### config.mk
export PLATFORM = sky130hd
export DESIGN_NAME = positional_ordered_list_unit_flat
export DESIGN_NICKNAME = d
export VERILOG_FILES = /design/src/design/pol_pkg.sv /design/src/design/pol_if.sv /design/src/design/pol_ram.sv /design/src/design/pol_rsp_reg.sv /design/src/design/positional_ordered_list_unit.sv /design/src/flat_wrapper.sv
export SDC_FILE = /design/constraint.sdc
export NUM_CORES = 1
export LEC_CHECK = 0
export ABC_CLOCK_PERIOD_IN_PS = 4800
export BUFFER_PORTS_ARGS = -buffer_cell sky130_fd_sc_hd__clkbuf_2
export CORE_UTILIZATION = 25
export CTS_BUF_LIST = sky130_fd_sc_hd__clkbuf_16
export DETAILED_ROUTE_END_ITERATION = 12
export PLACE_DENSITY = 0.43
export SLEW_MARGIN = 20
export SYNTH_ARGS = -nofsm -noshare
export SYNTH_HDL_FRONTEND = slang
export SYNTH_SLANG_ARGS = --single-unit
### constraint.sdc
create_clock -name i_clk -period 4.8 [get_ports i_clk]
set_input_delay 0.96 -clock i_clk [delete_from_list [all_inputs] [get_ports i_clk]]
set_output_delay 0.96 -clock i_clk [all_outputs]
set_load 0.05 [all_outputs]
### src/design/pol_pkg.sv
// ----------------------------------------------------------------------------
// Positional ordered list - shared definitions
// Sizes, request and status codes, and the result record types.
// ----------------------------------------------------------------------------
`timescale 1ns / 1ps
`default_nettype none

package pol_pkg;

    // list capacity (1..31; entry_count is CNT_OUT_W bits wide)
    localparam int DEPTH     = 16;

    localparam int DATA_W    = 32;
    localparam int OP_W      = 3;
    localparam int POS_W     = 6;
    localparam int CNT_OUT_W = 5;
    localparam int ST_W      = 2;

    localparam int ADDR_W    = (DEPTH > 1) ? $clog2(DEPTH) : 1;
    localparam int CNT_W     = $clog2(DEPTH + 1);
    // width for position / count compares, with room for count + 1
    localparam int CMP_W     = ((POS_W > CNT_W) ? POS_W : CNT_W) + 1;

    localparam logic [OP_W-1:0] OP_INS_FRONT = 3'd0;
    localparam logic [OP_W-1:0] OP_INS_BACK  = 3'd1;
    localparam logic [OP_W-1:0] OP_INS_POS   = 3'd2;
    localparam logic [OP_W-1:0] OP_DEL_FRONT = 3'd3;
    localparam logic [OP_W-1:0] OP_DEL_BACK  = 3'd4;
    localparam logic [OP_W-1:0] OP_DEL_POS   = 3'd5;
    localparam logic [OP_W-1:0] OP_DUMP      = 3'd6;

    localparam logic [ST_W-1:0] ST_OK    = 2'd0;
    localparam logic [ST_W-1:0] ST_POS   = 2'd1;
    localparam logic [ST_W-1:0] ST_FULL  = 2'd2;
    localparam logic [ST_W-1:0] ST_EMPTY = 2'd3;

    typedef struct packed {
        logic signed [DATA_W-1:0]    element;
        logic                        element_valid;
        logic                        last;
        logic        [CNT_OUT_W-1:0] entry_count;
        logic        [ST_W-1:0]      status;
    } t_rsp;

    typedef struct packed {
        logic push;
        t_rsp rsp;
    } t_push;

endpackage

`default_nettype wire

### src/design/pol_if.sv
// ----------------------------------------------------------------------------
// Positional ordered list - channel interfaces
// Request and result channels, valid/ready handshake.
// ----------------------------------------------------------------------------
`timescale 1ns / 1ps
`default_nettype none

interface pol_req_if;
    logic                               valid;
    logic                               ready;
    logic        [pol_pkg::OP_W-1:0]    op;
    logic signed [pol_pkg::DATA_W-1:0]  value;
    logic        [pol_pkg::POS_W-1:0]   position;

    modport source (output valid, output op, output value, output position, input ready);
    modport sink   (input valid, input op, input value, input position, output ready);
endinterface

interface pol_rsp_if;
    logic                                valid;
    logic                                ready;
    logic signed [pol_pkg::DATA_W-1:0]   element;
    logic                                element_valid;
    logic                                last;
    logic        [pol_pkg::CNT_OUT_W-1:0] entry_count;
    logic        [pol_pkg::ST_W-1:0]     status;

    modport source (output valid, output element, output element_valid, output last,
                    output entry_count, output status, input ready);
    modport sink   (input valid, input element, input element_valid, input last,
                    input entry_count, input status, output ready);
endinterface

`default_nettype wire

### src/design/pol_ram.sv
// ----------------------------------------------------------------------------
// Generic simple dual-port RAM
// One write port, one read port, read data registered.
// ----------------------------------------------------------------------------
`timescale 1ns / 1ps
`default_nettype none

module pol_ram #(
    parameter int WIDTH = 32,
    parameter int DEPTH = 16
) (
    input  wire logic                                     i_clk,
    input  wire logic                                     i_we,
    input  wire logic [(DEPTH > 1 ? $clog2(DEPTH) : 1)-1:0] i_waddr,
    input  wire logic [WIDTH-1:0]                         i_wdata,
    input  wire logic                                     i_re,
    input  wire logic [(DEPTH > 1 ? $clog2(DEPTH) : 1)-1:0] i_raddr,
    output      logic [WIDTH-1:0]                         o_rdata
);

    logic [WIDTH-1:0] r_mem [DEPTH];

    always_ff @(posedge i_clk) begin
        if (i_we) begin
            r_mem[i_waddr] <= i_wdata;
        end
        if (i_re) begin
            o_rdata <= r_mem[i_raddr];
        end
    end

endmodule

`default_nettype wire

### src/design/pol_rsp_reg.sv
// ----------------------------------------------------------------------------
// Positional ordered list - result register
// One-entry output register that decouples the sequencer from the receiver.
// ----------------------------------------------------------------------------
`timescale 1ns / 1ps
`default_nettype none

module pol_rsp_reg (
    input  wire logic           i_clk,
    input  wire logic           i_rst_n,
    input  wire pol_pkg::t_push i_push,
    output      logic           o_can_push,
    pol_rsp_if.source           o_rsp
);

    import pol_pkg::*;

    logic r_valid;
    t_rsp r_rsp;

    assign o_can_push = !r_valid || o_rsp.ready;

    always_ff @(posedge i_clk) begin
        if (!i_rst_n) begin
            r_valid <= 1'b0;
        end else if (i_push.push) begin
            r_valid <= 1'b1;
        end else if (o_rsp.ready) begin
            r_valid <= 1'b0;
        end
    end

    always_ff @(posedge i_clk) begin
        if (i_push.push) begin
            r_rsp <= i_push.rsp;
        end
    end

    assign o_rsp.valid         = r_valid;
    assign o_rsp.element       = r_rsp.element;
    assign o_rsp.element_valid = r_rsp.element_valid;
    assign o_rsp.last          = r_rsp.last;
    assign o_rsp.entry_count   = r_rsp.entry_count;
    assign o_rsp.status        = r_rsp.status;

endmodule

`default_nettype wire

### src/design/positional_ordered_list_unit.sv
// ----------------------------------------------------------------------------
// Positional ordered list unit
// Ordered list of signed words in a RAM, with positional insert/delete and dump.
// ----------------------------------------------------------------------------
// Usage:
//   i_req carries one request (op, value, position); o_rsp returns results.
//   Inserts, deletes and unused ops give one result (count and status);
//   a dump gives one result per entry, front first, last set on the final
//   one, or a single empty result when the list is empty.
//   One request is worked on at a time; i_req.ready is high while the
//   sequencer is idle, also while a finished result waits in the output
//   register.
//   Inserts and deletes move one entry per cycle through the single RAM
//   port pair; a dump sends one entry per cycle while the receiver takes
//   them. The sequencer is back to idle, ready for the next request, in
//   the cycle its result is registered.
//   A stalled receiver holds the output register; a dump then pauses with
//   its read data held in the RAM output.
//   Synchronous reset empties the list at once; no clearing pass is run,
//   entries at or above the count are never read.
// ----------------------------------------------------------------------------
`timescale 1ns / 1ps
`default_nettype none

module positional_ordered_list_unit (
    input  wire logic i_clk,
    input  wire logic i_rst_n,
    pol_req_if.sink   i_req,
    pol_rsp_if.source o_rsp
);

    import pol_pkg::*;

    localparam logic [2:0] S_IDLE = 3'd0;
    localparam logic [2:0] S_INS  = 3'd1;
    localparam logic [2:0] S_DEL  = 3'd2;
    localparam logic [2:0] S_DUMP = 3'd3;
    localparam logic [2:0] S_DONE = 3'd4;

    logic [2:0]        r_state,    n_state;
    logic [CNT_W-1:0]  r_occ,      n_occ;
    logic [CNT_W-1:0]  r_ptr,      n_ptr;
    logic [CNT_W-1:0]  r_lim,      n_lim;
    logic              r_pend,     n_pend;
    logic [ADDR_W-1:0] r_pend_addr, n_pend_addr;
    logic [DATA_W-1:0] r_value,    n_value;
    logic [ST_W-1:0]   r_status,   n_status;

    logic              ram_we;
    logic [ADDR_W-1:0] ram_waddr;
    logic [DATA_W-1:0] ram_wdata;
    logic              ram_re;
    logic [ADDR_W-1:0] ram_raddr;
    logic [DATA_W-1:0] ram_rdata;

    logic              can_push;
    t_push             w_push;

    logic [CNT_W-1:0]  ptr_inc;
    logic [CNT_W-1:0]  ptr_dec;
    logic [CMP_W-1:0]  occ_ext;
    logic [CMP_W-1:0]  pos_ext;
    logic [CMP_W-1:0]  pos_m1;
    logic [CNT_OUT_W-1:0] cnt_out;

    assign ptr_inc = r_ptr + 1'b1;
    assign ptr_dec = r_ptr - 1'b1;
    assign occ_ext = CMP_W'(r_occ);
    assign pos_ext = CMP_W'(i_req.position);
    assign pos_m1  = pos_ext - CMP_W'(1);
    assign cnt_out = CNT_OUT_W'(r_occ);

    assign i_req.ready = (r_state == S_IDLE);

    always_comb begin
        n_state     = r_state;
        n_occ       = r_occ;
        n_ptr       = r_ptr;
        n_lim       = r_lim;
        n_pend      = r_pend;
        n_pend_addr = r_pend_addr;
        n_value     = r_value;
        n_status    = r_status;
        ram_we      = 1'b0;
        ram_waddr   = '0;
        ram_wdata   = '0;
        ram_re      = 1'b0;
        ram_raddr   = '0;
        w_push      = '0;

        unique case (r_state)
            S_IDLE: begin
                if (i_req.valid) begin
                    n_value  = i_req.value;
                    n_status = ST_OK;
                    n_pend   = 1'b0;
                    unique case (i_req.op)
                        OP_INS_FRONT, OP_INS_BACK, OP_INS_POS: begin
                            if (r_occ == CNT_W'(DEPTH)) begin
                                n_status = ST_FULL;
                                n_state  = S_DONE;
                            end else if (i_req.op == OP_INS_POS &&
                                         (pos_ext == '0 ||
                                          pos_ext > occ_ext + CMP_W'(1))) begin
                                n_status = ST_POS;
                                n_state  = S_DONE;
                            end else begin
                                n_ptr   = r_occ;
                                n_state = S_INS;
                                if (i_req.op == OP_INS_FRONT) begin
                                    n_lim = '0;
                                end else if (i_req.op == OP_INS_BACK) begin
                                    n_lim = r_occ;
                                end else begin
                                    n_lim = CNT_W'(pos_m1);
                                end
                            end
                        end
                        OP_DEL_FRONT, OP_DEL_BACK, OP_DEL_POS: begin
                            if (r_occ == '0) begin
                                n_status = ST_EMPTY;
                                n_state  = S_DONE;
                            end else if (i_req.op == OP_DEL_POS &&
                                         (pos_ext == '0 || pos_ext > occ_ext)) begin
                                n_status = ST_POS;
                                n_state  = S_DONE;
                            end else begin
                                // read pointer starts one past the removed entry
                                n_state = S_DEL;
                                if (i_req.op == OP_DEL_FRONT) begin
                                    n_ptr = CNT_W'(1);
                                end else if (i_req.op == OP_DEL_BACK) begin
                                    n_ptr = r_occ;
                                end else begin
                                    n_ptr = CNT_W'(pos_ext);
                                end
                            end
                        end
                        OP_DUMP: begin
                            n_ptr   = '0;
                            n_state = (r_occ == '0) ? S_DONE : S_DUMP;
                        end
                        default: begin
                            n_state = S_DONE;
                        end
                    endcase
                end
            end

            S_INS: begin
                // move entries up by one, top first; each write lands in the cycle after its read
                if (r_pend) begin
                    ram_we    = 1'b1;
                    ram_waddr = r_pend_addr;
                    ram_wdata = ram_rdata;
                end
                if (r_ptr > r_lim) begin
                    ram_re      = 1'b1;
                    ram_raddr   = ptr_dec[ADDR_W-1:0];
                    n_pend      = 1'b1;
                    n_pend_addr = r_ptr[ADDR_W-1:0];
                    n_ptr       = ptr_dec;
                end else begin
                    n_pend = 1'b0;
                    if (!r_pend) begin
                        ram_we    = 1'b1;
                        ram_waddr = r_lim[ADDR_W-1:0];
                        ram_wdata = r_value;
                        n_occ     = r_occ + 1'b1;
                        n_state   = S_DONE;
                    end
                end
            end

            S_DEL: begin
                // move entries down by one, bottom first
                if (r_pend) begin
                    ram_we    = 1'b1;
                    ram_waddr = r_pend_addr;
                    ram_wdata = ram_rdata;
                end
                if (r_ptr < r_occ) begin
                    ram_re      = 1'b1;
                    ram_raddr   = r_ptr[ADDR_W-1:0];
                    n_pend      = 1'b1;
                    n_pend_addr = ptr_dec[ADDR_W-1:0];
                    n_ptr       = ptr_inc;
                end else begin
                    n_pend = 1'b0;
                    if (!r_pend) begin
                        n_occ   = r_occ - 1'b1;
                        n_state = S_DONE;
                    end
                end
            end

            S_DUMP: begin
                // r_pend: RAM output holds entry r_ptr-1, waiting to be sent
                if (r_pend && can_push) begin
                    w_push.push              = 1'b1;
                    w_push.rsp.element       = ram_rdata;
                    w_push.rsp.element_valid = 1'b1;
                    w_push.rsp.last          = (r_ptr == r_occ);
                    w_push.rsp.entry_count   = cnt_out;
                    w_push.rsp.status        = ST_OK;
                end
                if (r_ptr < r_occ && (!r_pend || can_push)) begin
                    ram_re    = 1'b1;
                    ram_raddr = r_ptr[ADDR_W-1:0];
                    n_ptr     = ptr_inc;
                    n_pend    = 1'b1;
                end else if (r_pend && can_push) begin
                    n_pend = 1'b0;
                end
                if (r_pend && can_push && r_ptr == r_occ) begin
                    n_state = S_IDLE;
                end
            end

            S_DONE: begin
                if (can_push) begin
                    w_push.push              = 1'b1;
                    w_push.rsp.element       = '0;
                    w_push.rsp.element_valid = 1'b0;
                    w_push.rsp.last          = 1'b1;
                    w_push.rsp.entry_count   = cnt_out;
                    w_push.rsp.status        = r_status;
                    n_state                  = S_IDLE;
                end
            end

            default: begin
                n_state = S_IDLE;
            end
        endcase
    end

    always_ff @(posedge i_clk) begin
        if (!i_rst_n) begin
            r_state <= S_IDLE;
            r_occ   <= '0;
            r_pend  <= 1'b0;
        end else begin
            r_state <= n_state;
            r_occ   <= n_occ;
            r_pend  <= n_pend;
        end
    end

    always_ff @(posedge i_clk) begin
        r_ptr       <= n_ptr;
        r_lim       <= n_lim;
        r_pend_addr <= n_pend_addr;
        r_value     <= n_value;
        r_status    <= n_status;
    end

    pol_ram #(
        .WIDTH (DATA_W),
        .DEPTH (DEPTH)
    ) u_entries (
        .i_clk   (i_clk),
        .i_we    (ram_we),
        .i_waddr (ram_waddr),
        .i_wdata (ram_wdata),
        .i_re    (ram_re),
        .i_raddr (ram_raddr),
        .o_rdata (ram_rdata)
    );

    pol_rsp_reg u_rsp_reg (
        .i_clk      (i_clk),
        .i_rst_n    (i_rst_n),
        .i_push     (w_push),
        .o_can_push (can_push),
        .o_rsp      (o_rsp)
    );

`ifndef ASSERT_OFF
    a_occ_bound: assert property (@(posedge i_clk) disable iff (!i_rst_n)
        r_occ <= CNT_W'(DEPTH))
        else $error("entry count above capacity");

    a_occ_step: assert property (@(posedge i_clk) disable iff (!i_rst_n)
        ($past(i_rst_n) && r_occ != $past(r_occ)) |->
            (r_occ == $past(r_occ) + 1'b1 || r_occ == $past(r_occ) - 1'b1))
        else $error("entry count moved by more than one");

    a_idle_no_write: assert property (@(posedge i_clk) disable iff (!i_rst_n)
        (r_state == S_IDLE) |-> !ram_we)
        else $error("RAM written while idle");

    a_no_overlap: assert property (@(posedge i_clk) disable iff (!i_rst_n)
        (ram_we && ram_re) |-> (ram_waddr != ram_raddr))
        else $error("shift reads the entry it writes");

    a_elem_in_dump: assert property (@(posedge i_clk) disable iff (!i_rst_n)
        (w_push.push && w_push.rsp.element_valid) |-> (r_state == S_DUMP && r_pend))
        else $error("list entry sent outside a dump");
`endif

endmodule

`default_nettype wire
### src/flat_wrapper.sv
// flat-port wrapper written by rule: the top's interface ports become plain ports
module positional_ordered_list_unit_flat import pol_pkg::*;
  (i_clk, i_rst_n, i_req_valid, i_req_op, i_req_value, i_req_position, i_req_ready, o_rsp_valid, o_rsp_element, o_rsp_element_valid, o_rsp_last, o_rsp_entry_count, o_rsp_status, o_rsp_ready);
  pol_req_if i_req_i ();
  pol_rsp_if o_rsp_i ();
  input  wire logic i_clk;
  input  wire logic i_rst_n;
  input wire logic [$bits(i_req_i.valid)-1:0] i_req_valid;
  input wire logic [$bits(i_req_i.op)-1:0] i_req_op;
  input wire logic [$bits(i_req_i.value)-1:0] i_req_value;
  input wire logic [$bits(i_req_i.position)-1:0] i_req_position;
  output wire logic [$bits(i_req_i.ready)-1:0] i_req_ready;
  output wire logic [$bits(o_rsp_i.valid)-1:0] o_rsp_valid;
  output wire logic [$bits(o_rsp_i.element)-1:0] o_rsp_element;
  output wire logic [$bits(o_rsp_i.element_valid)-1:0] o_rsp_element_valid;
  output wire logic [$bits(o_rsp_i.last)-1:0] o_rsp_last;
  output wire logic [$bits(o_rsp_i.entry_count)-1:0] o_rsp_entry_count;
  output wire logic [$bits(o_rsp_i.status)-1:0] o_rsp_status;
  input wire logic [$bits(o_rsp_i.ready)-1:0] o_rsp_ready;
  assign i_req_i.valid = i_req_valid;
  assign i_req_i.op = i_req_op;
  assign i_req_i.value = i_req_value;
  assign i_req_i.position = i_req_position;
  assign i_req_ready = i_req_i.ready;
  assign o_rsp_valid = o_rsp_i.valid;
  assign o_rsp_element = o_rsp_i.element;
  assign o_rsp_element_valid = o_rsp_i.element_valid;
  assign o_rsp_last = o_rsp_i.last;
  assign o_rsp_entry_count = o_rsp_i.entry_count;
  assign o_rsp_status = o_rsp_i.status;
  assign o_rsp_i.ready = o_rsp_ready;
  positional_ordered_list_unit u_core (.i_clk(i_clk), .i_rst_n(i_rst_n), .i_req(i_req_i), .o_rsp(o_rsp_i));
endmodule
==> results of run 1 <==
-- sequential cells by signal (all words and copies together) (netlist names), 5 cells and up --
signal and flops:
u_core.u_entries.r_mem 512, u_core.r_value 32, u_core.u_entries.o_rdata 32, u_core.u_rsp_reg.o_rsp.element 32, u_core.cnt_out 5, u_core.r_lim 5, u_core.r_ptr 5, u_core.u_rsp_reg.o_rsp.entry_count 5
-- cells in the mapped netlist, types with 2 or more instances --
master and instances:
a211o_1 2, a211oi_1 2, a21boi_0 3, a21boi_1 2, a21o_1 3, a21oi_1 26, a221oi_1 5, a22o_1 31
a22oi_1 3, a311oi_1 3, a31oi_1 5, and2_1 44, and3_1 8, and4_1 4, buf_1 3, buf_2 16
buf_6 5, clkbuf_1 108, dfxtp_1 10, edfxtp_1 633, ha_1 29, inv_1 24, mux2_1 32, mux2_2 97
mux2i_1 5, nand2_1 27, nand2b_1 11, nand3_1 270, nand4_1 36, nor2_1 55, nor2b_1 4, nor3_1 12
o211ai_1 108, o211ai_2 20, o21a_1 4, o21ai_0 147, o21ai_1 2, o221a_2 3, o22ai_1 6, or3_1 2
xnor2_1 12, xor2_1 4
-- through the flow --
stage               total power [mW]  hold WS (ns)
finish                          13.0         0.491
global route                    13.4         0.463
CTS                             13.1         0.442
detailed placement              7.52         0.514
global placement                7.52         0.505
floorplan                       7.11         0.497
-- layout make-up --
| cell class | count | share of cell area |
|---|---|---|
| timing repair buffer | 149 | 0.0356 |
| clock inverter | 61 | 0.0152 |
| tap | 1403 | 0.0548 |
| inverter | 24 | 0.00281 |
| sequential | 643 | 0.600 |
| antenna | 1 | 0.0000782 |
| clock buffer | 76 | 0.0594 |
| multi-input combinational | 1047 | 0.232 |
-- power breakdown --
part	switching (mW)	internal, mW	total (mW)
registers	0.0724	6.31	6.38
clock network	2.35	3.22	5.57
logic	0.736	0.283	1.02
-- cells by family after synthesis --
kind of cell             count (synthesis)  synth area share
flip-flops                             643             0.711
multiplexers                           134            0.0556
XOR/XNOR                                16           0.00519
adder cells (fa/ha/maj)                 30            0.0142
AO/OA/AOI/OAI                          386            0.0983
buffers and inverters                  157            0.0241
AND/OR/NAND/NOR                        481            0.0918
-- layer usage --
metal	GRT usage	vias up	wire [um]
met2	0.231	504	36800
met4	0.0417	0	1880
met3	0.0286	116	4490
met1	0.208	8463	37800
met5	0	-	0
li1	-	7480	-
-- final timing paths --
check / slack [ns] / endpoint / from / cells after the start
max: 0.58 / u_core.u_entries.o_rdata[17] / u_core.cnt_out[2] / 10
min: 0.49 / u_core.r_value[7] / i_req_value[7] / 1
max reg2reg: 0.58 / u_core.u_entries.o_rdata[17] / u_core.cnt_out[2] / 10
min reg2reg: 0.53 / u_core.u_rsp_reg.o_rsp.status[0] / u_core.r_status[0] / 1
-- worst max-delay path, stage by stage (launching register included) --
cell and delay [ns]:
dfxtp_1 0.56, inv_1 0.23, ha_1 0.35, a211o_1 0.30, a221oi_2 0.55, and4_2 0.39, buf_4 0.76, o21ai_0 0.37
nand3_1 0.20, o211ai_1 0.11, nand4_1 0.19
==> flow_metrics.py, run 1 <==
metrics = {
    "power_and_ir_drop": {
        "peakVddDrop_uv": 309,
        "powerDensity_mw_per_mm2": 405,
        "power.leakage_nw": 10.7,
    },
    "setup_path": {
        "critPathKind": "reg -> reg",
        "crit_fanout": 64,
        "worstPathArrival_ns": 4.67,
        "end_kind": "flip-flop",
        "cp-start-kind": "flip-flop",
        "worstPathRequired_ns": 5.26,
    },
    "cells_and_area": {
        "seq_area_sq_mm": 0.0192,
        "drive_gt1_frac": 0.204,
        "final_cells": 3404,
        "fillCellCount": 10700,
        "final_cell_area_sq_mm": 0.0320,
        "final_cell_mix": "edfxtp_1, nand3_1, o21ai_0, o211ai_1, mux2_2",
        "final_common_cell": "edfxtp_1",
        "syn_to_final_growth_pct": 18.5,
        "multiInputGateArea_sq_mm": 0.00743,
        "fin_util": 0.299,
        "nets": 2015,
    },
    "timing": {
        "drv_slew": 0,
        "hold_viol_final": 0,
        "final.setup.tns_ns": 0,
        "fin_ws_ns": 0.583,
        "fmax_ghz": 0.237,
        "finClkSkew_ns": 0.0246,
        "setup_viol": 0,
        "timing.final.crit_share": 0.879,
        "slew_headroom": 0.246,
        "post-route-min-period_ns": 4.22,
        "worst_pin_slew_ns": 1.13,
        "rsz0062_at_grt": "false",
    },
    "drt": {
        "totalWireLength_um": 81000,
        "drtIter0Drc": 1173,
        "drc": 0,
        "ant_nets": 0,
        "wl_per_cell_um": 23.8,
        "vias": 16600,
        "drt_pass1_iterations": 5,
        "avgViaCountPerCell": 4.87,
    },
    "clock_tree": {
        "numCtsBuffers": 75,
        "clk_pin_slew_ns": 0.06,
        "cts_root_buffer": "clkbuf_16",
        "htree_levels": 3,
        "cts-resized-gates": 0,
        "postCtsHoldBufs": 0,
        "clock_latency_ns": 0.64,
        "cts.sinks": 643,
        "cts-root-to-sink-buffers": 3,
        "cts_setup_buffers": 0,
        "cts_tree": "yes",
    },
    "synth": {
        "synth_top_area_share": 0.703,
        "synth.area.top_cells": "edfxtp_1, nand3_1, mux2_2",
        "synth_cell_type_count": 63,
        "yosys_warnings": 0,
        "syn_nets": 1922,
        "netlist_area_sq_mm": 0.0270,
        "syn_avg_cell_area_sq_um": 14.6,
        "netlist_instances": 1847,
        "synth_seq_area_share": 0.711,
        "yosysTopAreaCell": "edfxtp_1",
        "ys_ff_latch": 643,
        "synthArstFlopShare": 0,
        "synth_edf_count": 633,
        "yosys_most_used_dff": "edfxtp_1",
    },
    "place": {
        "dpl.cell_count": 3266,
        "place_ws_ns": 0.714,
        "gp_congestion": 0.817,
        "dp.final_hpwl_um": 46100,
        "place_area_sq_mm": 0.0296,
        "portBuffers": 87,
    },
    "worst_hold_path": {
        "hold_class": "in -> reg",
    },
    "floorplan": {
        "rows": 120,
        "start_util": 0.252,
        "coreArea_sq_mm": 0.107,
        "die_x_um": 331,
        "die_h_um": 331,
        "pin_count": 88,
        "dieArea_sq_mm": 0.109,
    },
    "global_route": {
        "grt_max_degree": 81,
        "grt_pass1_wl_um": 118000,
        "antenna_found_initial": 2,
        "grt_pass1_vias": 16800,
        "grtUsageTotal": 0.148,
        "gr-total-overflow": 0,
    },
    "job": {
        "drv_cap": 0,
    },
    "outcome": {
        "status": "finished, final reports clean",
    },
}
Note: power is estimated with default switching activity, not from simulation.
==> inputs of run 2 (changes only) <==
- BUFFER_PORTS_ARGS: -buffer_cell sky130_fd_sc_hd__clkbuf_2 -> -buffer_cell sky130_fd_sc_hd__buf_2
- SYNTH_HIERARCHICAL: not set -> 1
==> run 2 against run 1 <==
Effect of this change:
- core utilization rose by 0.47 points
- hold slack better by 0.0061 ns
- register-to-register slack better by 0.16 ns
- global-route usage shrank 1.4 points
- die area is 5.4% lower
- area after synthesis decreased by 5.4%
- flip-flop and latch count unchanged
- final area decreased by 4.4%
- via count decreased by 20%
- non-clock buffer count down 5
- synthesized cell count fell by 29%
- first-iteration DRC count down 6.6%
- critical endpoint is now u_core/u_entries/o_rdata[22]
==> flow_metrics.py, run 2 <==
metrics = {
    "outcome": {
        "status": "finished, final reports clean",
    },
    "timing": {
        "timing.hold.ws_ns": 0.497,
        "fmax_ghz": 0.246,
        "rsz0062_at_grt": "false",
        "slew_headroom": 0.318,
        "drv_slew": 0,
        "hold_viol_final": 0,
        "post-route-min-period_ns": 4.06,
        "finClkSkew_ns": 0.0499,
        "fin_ws_ns": 0.742,
        "worst_pin_slew_ns": 1.02,
        "timing.final.crit_share": 0.845,
        "final.setup.tns_ns": 0,
        "setup_viol": 0,
    },
    "synth": {
        "syn_avg_cell_area_sq_um": 19.5,
        "ys_ff_latch": 643,
        "synth_top_area_share": 0.744,
        "synthSimpleGateAreaFrac": 0.0426,
        "synthArstFlopShare": 0,
        "netlist_instances": 1313,
        "synth_edf_count": 633,
        "synthMuxAreaShare": 0.116,
        "synth_most_common_cell": "edfxtp_1",
        "synth_compound_area_frac": 0.0548,
        "synth_seq_area_share": 0.751,
        "yosys-top-cells-count": "edfxtp_1, mux4_2, a22oi_1",
        "synth.area.top_cells": "edfxtp_1, mux4_2, a22oi_1",
        "syn_nets": 1388,
        "synth_cell_type_count": 66,
        "synth_top_family_by_area": "multiplexers",
        "yosys_warnings": 6,
        "yosys_most_used_dff": "edfxtp_1",
        "synth_xor_area_frac": 0.00445,
        "synthAdderAreaFrac": 0.0154,
        "netlist_area_sq_mm": 0.0256,
        "yosysTopAreaCell": "edfxtp_1",
    },
    "drt": {
        "drtIter0Drc": 1095,
        "totalWireLength_um": 68800,
        "wl_per_cell_um": 24.0,
        "avgViaCountPerCell": 4.63,
        "drt_pass1_iterations": 7,
        "drc": 0,
        "vias": 13300,
        "ant_nets": 0,
    },
    "setup_path": {
        "critPathKind": "reg -> reg",
        "cp-start-kind": "flip-flop",
        "crit_fanout": 34,
        "rr_worst_depth": 9,
        "endpoint": "u_core/u_entries/o_rdata[22]",
        "worstPathArrival_ns": 4.44,
        "cp.depth": 9,
        "critPathTopFamily": "compound AO/OA/AOI/OAI gates",
        "end_kind": "flip-flop",
        "crit_chain": "inv_1 > ha_1 > and3_1 > a211o_1 > o21ai_4 > buf_12 > mux4_2 > a22oi_1 > nand2_1",
        "max_stage_delay_ns": 0.87,
        "reg2reg_slack_ns": 0.74,
        "crit_path_start": "u_core/r_ptr[0]",
        "rr_endpoint": "u_core/u_entries/o_rdata[22]",
        "cp_slowest_cell": "o21ai_4",
        "r2r-start": "u_core/r_ptr[0]",
        "cp_num_buf_inv": 2,
        "worstPathRequired_ns": 5.18,
    },
    "job": {
        "drv_cap": 0,
    },
    "global_route": {
        "grt_pass1_vias": 13800,
        "grtUsageTotal": 0.134,
        "gr-total-overflow": 0,
        "grt_max_degree": 55,
        "antenna_found_initial": 2,
        "grt_pass1_wl_um": 100000,
    },
    "floorplan": {
        "start_util": 0.254,
        "coreArea_sq_mm": 0.101,
        "rows": 116,
        "dieArea_sq_mm": 0.104,
        "die_x_um": 322,
        "pin_count": 88,
        "die_h_um": 322,
    },
    "cells_and_area": {
        "syn_to_final_growth_pct": 19.7,
        "fin_util": 0.304,
        "drive_gt1_frac": 0.278,
        "num_antenna_cells": 0,
        "largest_reg_flops": 512,
        "nets": 1541,
        "top_register": "u_core/u_entries/r_mem",
        "fillCellCount": 9910,
        "final_common_cell": "edfxtp_1",
        "final_cell_mix": "edfxtp_1, mux4_2, buf_2, clkbuf_16, a22oi_1",
    },
    "clock_tree": {
        "numCtsBuffers": 74,
        "cts-root-to-sink-buffers": 3,
        "cts_root_buffer": "clkbuf_16",
        "cts-resized-gates": 0,
        "postCtsHoldBufs": 0,
        "htree_levels": 3,
        "cts_tree": "yes",
        "clock_latency_ns": 0.65,
        "cts.sinks": 643,
        "cts_setup_buffers": 0,
        "clk_pin_slew_ns": 0.06,
    },
    "place": {
        "dp.final_hpwl_um": 38200,
        "gp_congestion": 0.792,
        "portBuffers": 87,
        "place_ws_ns": 0.629,
    },
    "power_and_ir_drop": {
        "peakVddDrop_uv": 246,
        "powerDensity_mw_per_mm2": 467,
        "power.leakage_nw": 10.1,
    },
    "worst_hold_path": {
        "hold_class": "in -> reg",
    },
}
## run 2: worst min-delay path by stage
stage / start / to / slack [ns] / depth (start not counted)
floorplan: u_core/r_status[0] / u_core/u_rsp_reg/o_rsp.status[0] / 0.50 / 1
global placement: u_core/r_status[1] / u_core/u_rsp_reg/o_rsp.status[1] / 0.52 / 1
detailed placement: u_core/r_status[1] / u_core/u_rsp_reg/o_rsp.status[1] / 0.53 / 1
CTS: i_req_value[9] / u_core/r_value[9] / 0.45 / 1
global route: i_req_value[9] / u_core/r_value[9] / 0.46 / 1
finish: i_req_value[25] / u_core/r_value[25] / 0.50 / 1
## run 2: worst reg2reg max path, cell delays in order, from the launching register on
cell      delay, ns
edfxtp_1       0.50
inv_1          0.20
ha_1           0.33
and3_1         0.18
a211o_1        0.48
o21ai_4        0.87
buf_12         0.39
mux4_2         0.57
a22oi_1        0.25
nand2_1        0.08
## run 2: kinds of logic (layout without fill, tap and decap cells)
group,count (synthesis),count (layout)
buffers and inverters,89,289
AO/OA/AOI/OAI,191,191
XOR/XNOR,13,13
multiplexers,135,135
flip-flops,643,643
AND/OR/NAND/NOR,211,211
adder cells (fa/ha/maj),31,31
## run 2: cell type report
| class | instances | area (sq um) | area share |
|---|---|---|---|
| flip-flops and latches | 643 | 19200 | 0.628 |
| inverters | 22 | 87.6 | 0.00286 |
| clock inverters | 49 | 567 | 0.0185 |
| repair buffers | 144 | 1030 | 0.0335 |
| multi-input cells | 581 | 6160 | 0.201 |
| well taps | 1357 | 1700 | 0.0555 |
| clock buffers | 74 | 1850 | 0.0605 |
## run 2: metal layers
metal / GRT usage / vias to the layer above / share of wire
met3: 0.0250 / 93 / 0.047
met4: 0.0327 / 0 / 0.019
met5: 0 / - / 0
met1: 0.196 / 7146 / 0.48
li1: - / 5704 / -
met2: 0.205 / 333 / 0.45
## run 2: through the flow
step | instances | power (mW) | cell area [sq um]
after global placement | 2747 | 8.78 | 28200
after detailed placement | 2747 | 8.78 | 28200
final | 2870 | 14.3 | 30600
after floorplan | 1313 | 8.09 | 25600
after global routing | 2870 | 14.8 | 30600
after CTS | 2870 | 14.5 | 30600
## run 2: power by group
group	switching (mW)	leakage (nW)	internal (mW)	total (mW)
combinational	1.36	2.69	0.562	1.93
sequential	0.160	6.20	6.56	6.72
clock	2.36	1.21	3.27	5.62
total	3.88	10.1	10.4	14.3
==> inputs of run 3 (changes only) <==
- ABC_AREA: not set -> 1
- ABC_CLOCK_PERIOD_IN_PS: 4800 -> 3700
- PLACE_DENSITY: 0.43 -> 0.44
- clock period: 4.8 -> 3.7 ns (I/O delays scaled with it)
==> run 3 against run 2 <==
Effect of this change:
- critical path depth grew 8
- sequential share of layout area shrank 5.5 points
- wire length grew 17%
- synthesized cell count grew 110%
- clock skew shrank 0.030 ns
- register-to-register slack lost 0.39 ns
- combinational power shrank 37%
- critical path type unchanged
- critical endpoint is now u_core/u_entries/o_rdata[31]
==> flow_metrics.py, run 3 <==
metrics = {
    "synth": {
        "synth_cell_type_count": 41,
        "synth_most_common_cell": "nand2_1",
        "synth.area.top_cells": "edfxtp_1, nand2_1, nand3_1",
        "yosys-top-cells-count": "nand2_1, edfxtp_1, inv_1",
        "ys_ff_latch": 643,
        "synthArstFlopShare": 0,
        "syn_nets": 2787,
        "syn_avg_cell_area_sq_um": 10.5,
        "netlist_instances": 2712,
        "synth_top_area_share": 0.669,
        "synth_edf_count": 633,
        "yosysTopAreaCell": "edfxtp_1",
        "yosys_most_used_dff": "edfxtp_1",
        "yosys_warnings": 6,
        "synth_seq_area_share": 0.676,
        "netlist_area_sq_mm": 0.0284,
    },
    "place": {
        "place_area_sq_mm": 0.0313,
        "place_ws_ns": 0.250,
        "portBuffers": 87,
        "dp.final_hpwl_um": 45200,
        "gp_congestion": 0.777,
        "dpl.cell_count": 4266,
    },
    "setup_path": {
        "crit_fanout": 38,
        "max_stage_delay_ns": 0.44,
        "critPathKind": "reg -> reg",
        "worstPathArrival_ns": 3.72,
        "end_kind": "flip-flop",
        "reg2reg_slack_ns": 0.36,
        "r2r-start": "u_core/cnt_out[2]",
        "crit_chain": "inv_1 > ha_1 > nand2_1 > nor2_1 > nand2_1 > nand3_1 > nor2_1 > inv_1 > nand2_1 > a32o_4 > inv_8 > buf_12 > nand2_1 > nand3_1 > nand3_1 > nand3_1 > nand2_1",
        "rr_worst_depth": 17,
        "worstPathRequired_ns": 4.07,
        "cp-start-kind": "flip-flop",
        "crit_path_start": "u_core/cnt_out[2]",
        "rr_endpoint": "u_core/u_entries/o_rdata[31]",
        "cp_slowest_cell": "dfxtp_1",
        "cp_common_cell": "nand2_1",
    },
    "worst_hold_path": {
        "whs_path_depth": 1,
        "hold_class": "in -> reg",
        "hold_path.startpoint": "i_req_value[7]",
        "whs_endpoint": "u_core/r_value[7]",
    },
    "cells_and_area": {
        "drive_gt1_frac": 0.115,
        "fillCellCount": 11700,
        "num_antenna_cells": 0,
        "final_cell_area_sq_mm": 0.0335,
        "final_common_cell": "nand2_1",
        "final_cells": 4396,
        "nets": 2914,
        "largest_reg_flops": 512,
        "syn_to_final_growth_pct": 17.9,
        "final_cell_mix": "nand2_1, edfxtp_1, inv_1, nand3_1, buf_2",
        "top_register": "u_core/u_entries/r_mem",
    },
    "drt": {
        "drc": 0,
        "wl_per_cell_um": 18.3,
        "totalWireLength_um": 80400,
        "ant_nets": 0,
        "drt_pass1_iterations": 5,
        "avgViaCountPerCell": 4.29,
        "drtIter0Drc": 1533,
        "vias": 18800,
    },
    "clock_tree": {
        "cts-root-to-sink-buffers": 3,
        "clock_latency_ns": 0.63,
        "cts_tree": "yes",
        "cts_root_buffer": "clkbuf_16",
        "numCtsBuffers": 70,
        "clk_pin_slew_ns": 0.06,
        "cts_setup_buffers": 0,
        "cts.sinks": 643,
        "htree_levels": 3,
    },
    "timing": {
        "final.setup.tns_ns": 0,
        "hold_viol_final": 0,
        "setup_viol": 0,
        "drv_slew": 0,
        "fin_ws_ns": 0.357,
        "fmax_ghz": 0.299,
        "timing.final.crit_share": 0.904,
        "slew_headroom": 0.519,
        "post-route-min-period_ns": 3.34,
        "worst_pin_slew_ns": 0.721,
        "rsz0062_at_grt": "false",
        "finClkSkew_ns": 0.0200,
    },
    "power_and_ir_drop": {
        "pwr-share-seq": 0.513,
        "p_clk_frac": 0.411,
        "combinationalPowerShare": 0.075,
        "p_sw_mw": 3.94,
        "p_total_mw": 16.0,
        "sw_frac_of_total": 0.246,
        "peakVddDrop_uv": 309,
        "power.leakage_nw": 13.7,
        "p_int_mw": 12.1,
        "powerDensity_mw_per_mm2": 478,
    },
    "outcome": {
        "status": "finished, final reports clean",
    },
    "job": {
        "drv_cap": 0,
    },
    "global_route": {
        "gr-total-overflow": 0,
        "grt_pass1_wl_um": 120000,
        "grt_pass1_vias": 18400,
        "grtUsageTotal": 0.139,
        "grt_max_degree": 74,
        "antenna_found_initial": 1,
    },
    "floorplan": {
        "die_x_um": 339,
        "die_h_um": 339,
        "dieArea_sq_mm": 0.115,
        "start_util": 0.252,
        "pin_count": 88,
        "coreArea_sq_mm": 0.113,
        "rows": 123,
    },
}
## run 3: changes by cell type after synthesis, sizes merged, moves of 11 or more
cell    delta
nand2    +744
inv      +475
nand3    +398
mux4     -128
a22oi     -65
buf       +60
a22o      -38
and2      -36
nor2      +34
o22ai     +33
nand2b    -11
## run 3: cell type report
cell class	instances	area, sq um	area share
flip-flops and latches	643	19200	0.573
clock buffers	70	1750	0.0523
clock inverters	59	364	0.0109
multi-input cells	1452	6890	0.206
repair buffers	176	1540	0.0460
well taps	1500	1880	0.0560
inverters	496	1870	0.0559
## run 3: how the worst max path moves through the flow
stage / end / slack, ns / cells past startpoint
after CTS: u_core/u_entries/o_rdata[15] / 0.24 / 17
after global routing: u_core/u_entries/o_rdata[31] / 0.08 / 17
after detailed placement: u_core/u_entries/o_rdata[15] / 0.25 / 17
after floorplan: u_core/u_entries/r_mem[12][0] / -0.10 / 11
final: u_core/u_entries/o_rdata[31] / 0.36 / 17
after global placement: u_core/u_entries/o_rdata[15] / 0.32 / 17
## run 3: per-layer routing
layer	vias up	track usage	routed length (um)
li1	9128	-	-
met1	9225	0.200	38800
met2	389	0.222	37000
met3	99	0.0186	3230
met4	2	0.0314	1400
met5	-	0	11
## run 3: power groups by stage
stage / sequential (mW) / clock (mW) / combinational, mW
after floorplan: 8.57 / 0 / 0.564
after global placement: 8.37 / 0 / 1.22
after detailed placement: 8.37 / 0 / 1.22
after CTS: 8.22 / 6.78 / 1.22
after global routing: 8.23 / 7.04 / 1.32
final: 8.22 / 6.59 / 1.21
## run 3: kinds of logic (layout without fill, tap and decap cells)
kind of cell | Yosys count | count (layout) | share of synthesized area
flip-flops | 643 | 643 | 0.676
buffers and inverters | 617 | 801 | 0.0927
AND/OR/NAND/NOR | 1315 | 1315 | 0.194
XOR/XNOR | 13 | 13 | 0.00401
AO/OA/AOI/OAI | 94 | 94 | 0.0197
adder cells (fa/ha/maj) | 30 | 30 | 0.0135
## run 3: what timing repair did
| action | CTS | global route |
|---|---|---|
| resized for setup | 0 | 1 |
| endpoints found under the setup margin | 0 | 1 |
| hold buffers | 0 | 0 |
## run 3: through the flow
stage                      util  hold slack, ns
after detailed placement  0.278           0.463
after CTS                 0.297           0.241
final                     0.297           0.283
after global routing      0.297           0.255
after global placement    0.277           0.457
after floorplan               -           0.445
## run 3: worst max-delay path, delay by kind of cell, from the launching register on
kind | cells | cell delay [ns]
AOI/OAI and AO/OA | 1 | 0.33
DFF | 1 | 0.44
and+or+nand+nor | 11 | 1.24
buffers and inverters | 4 | 0.72
adders and majority gates | 1 | 0.30
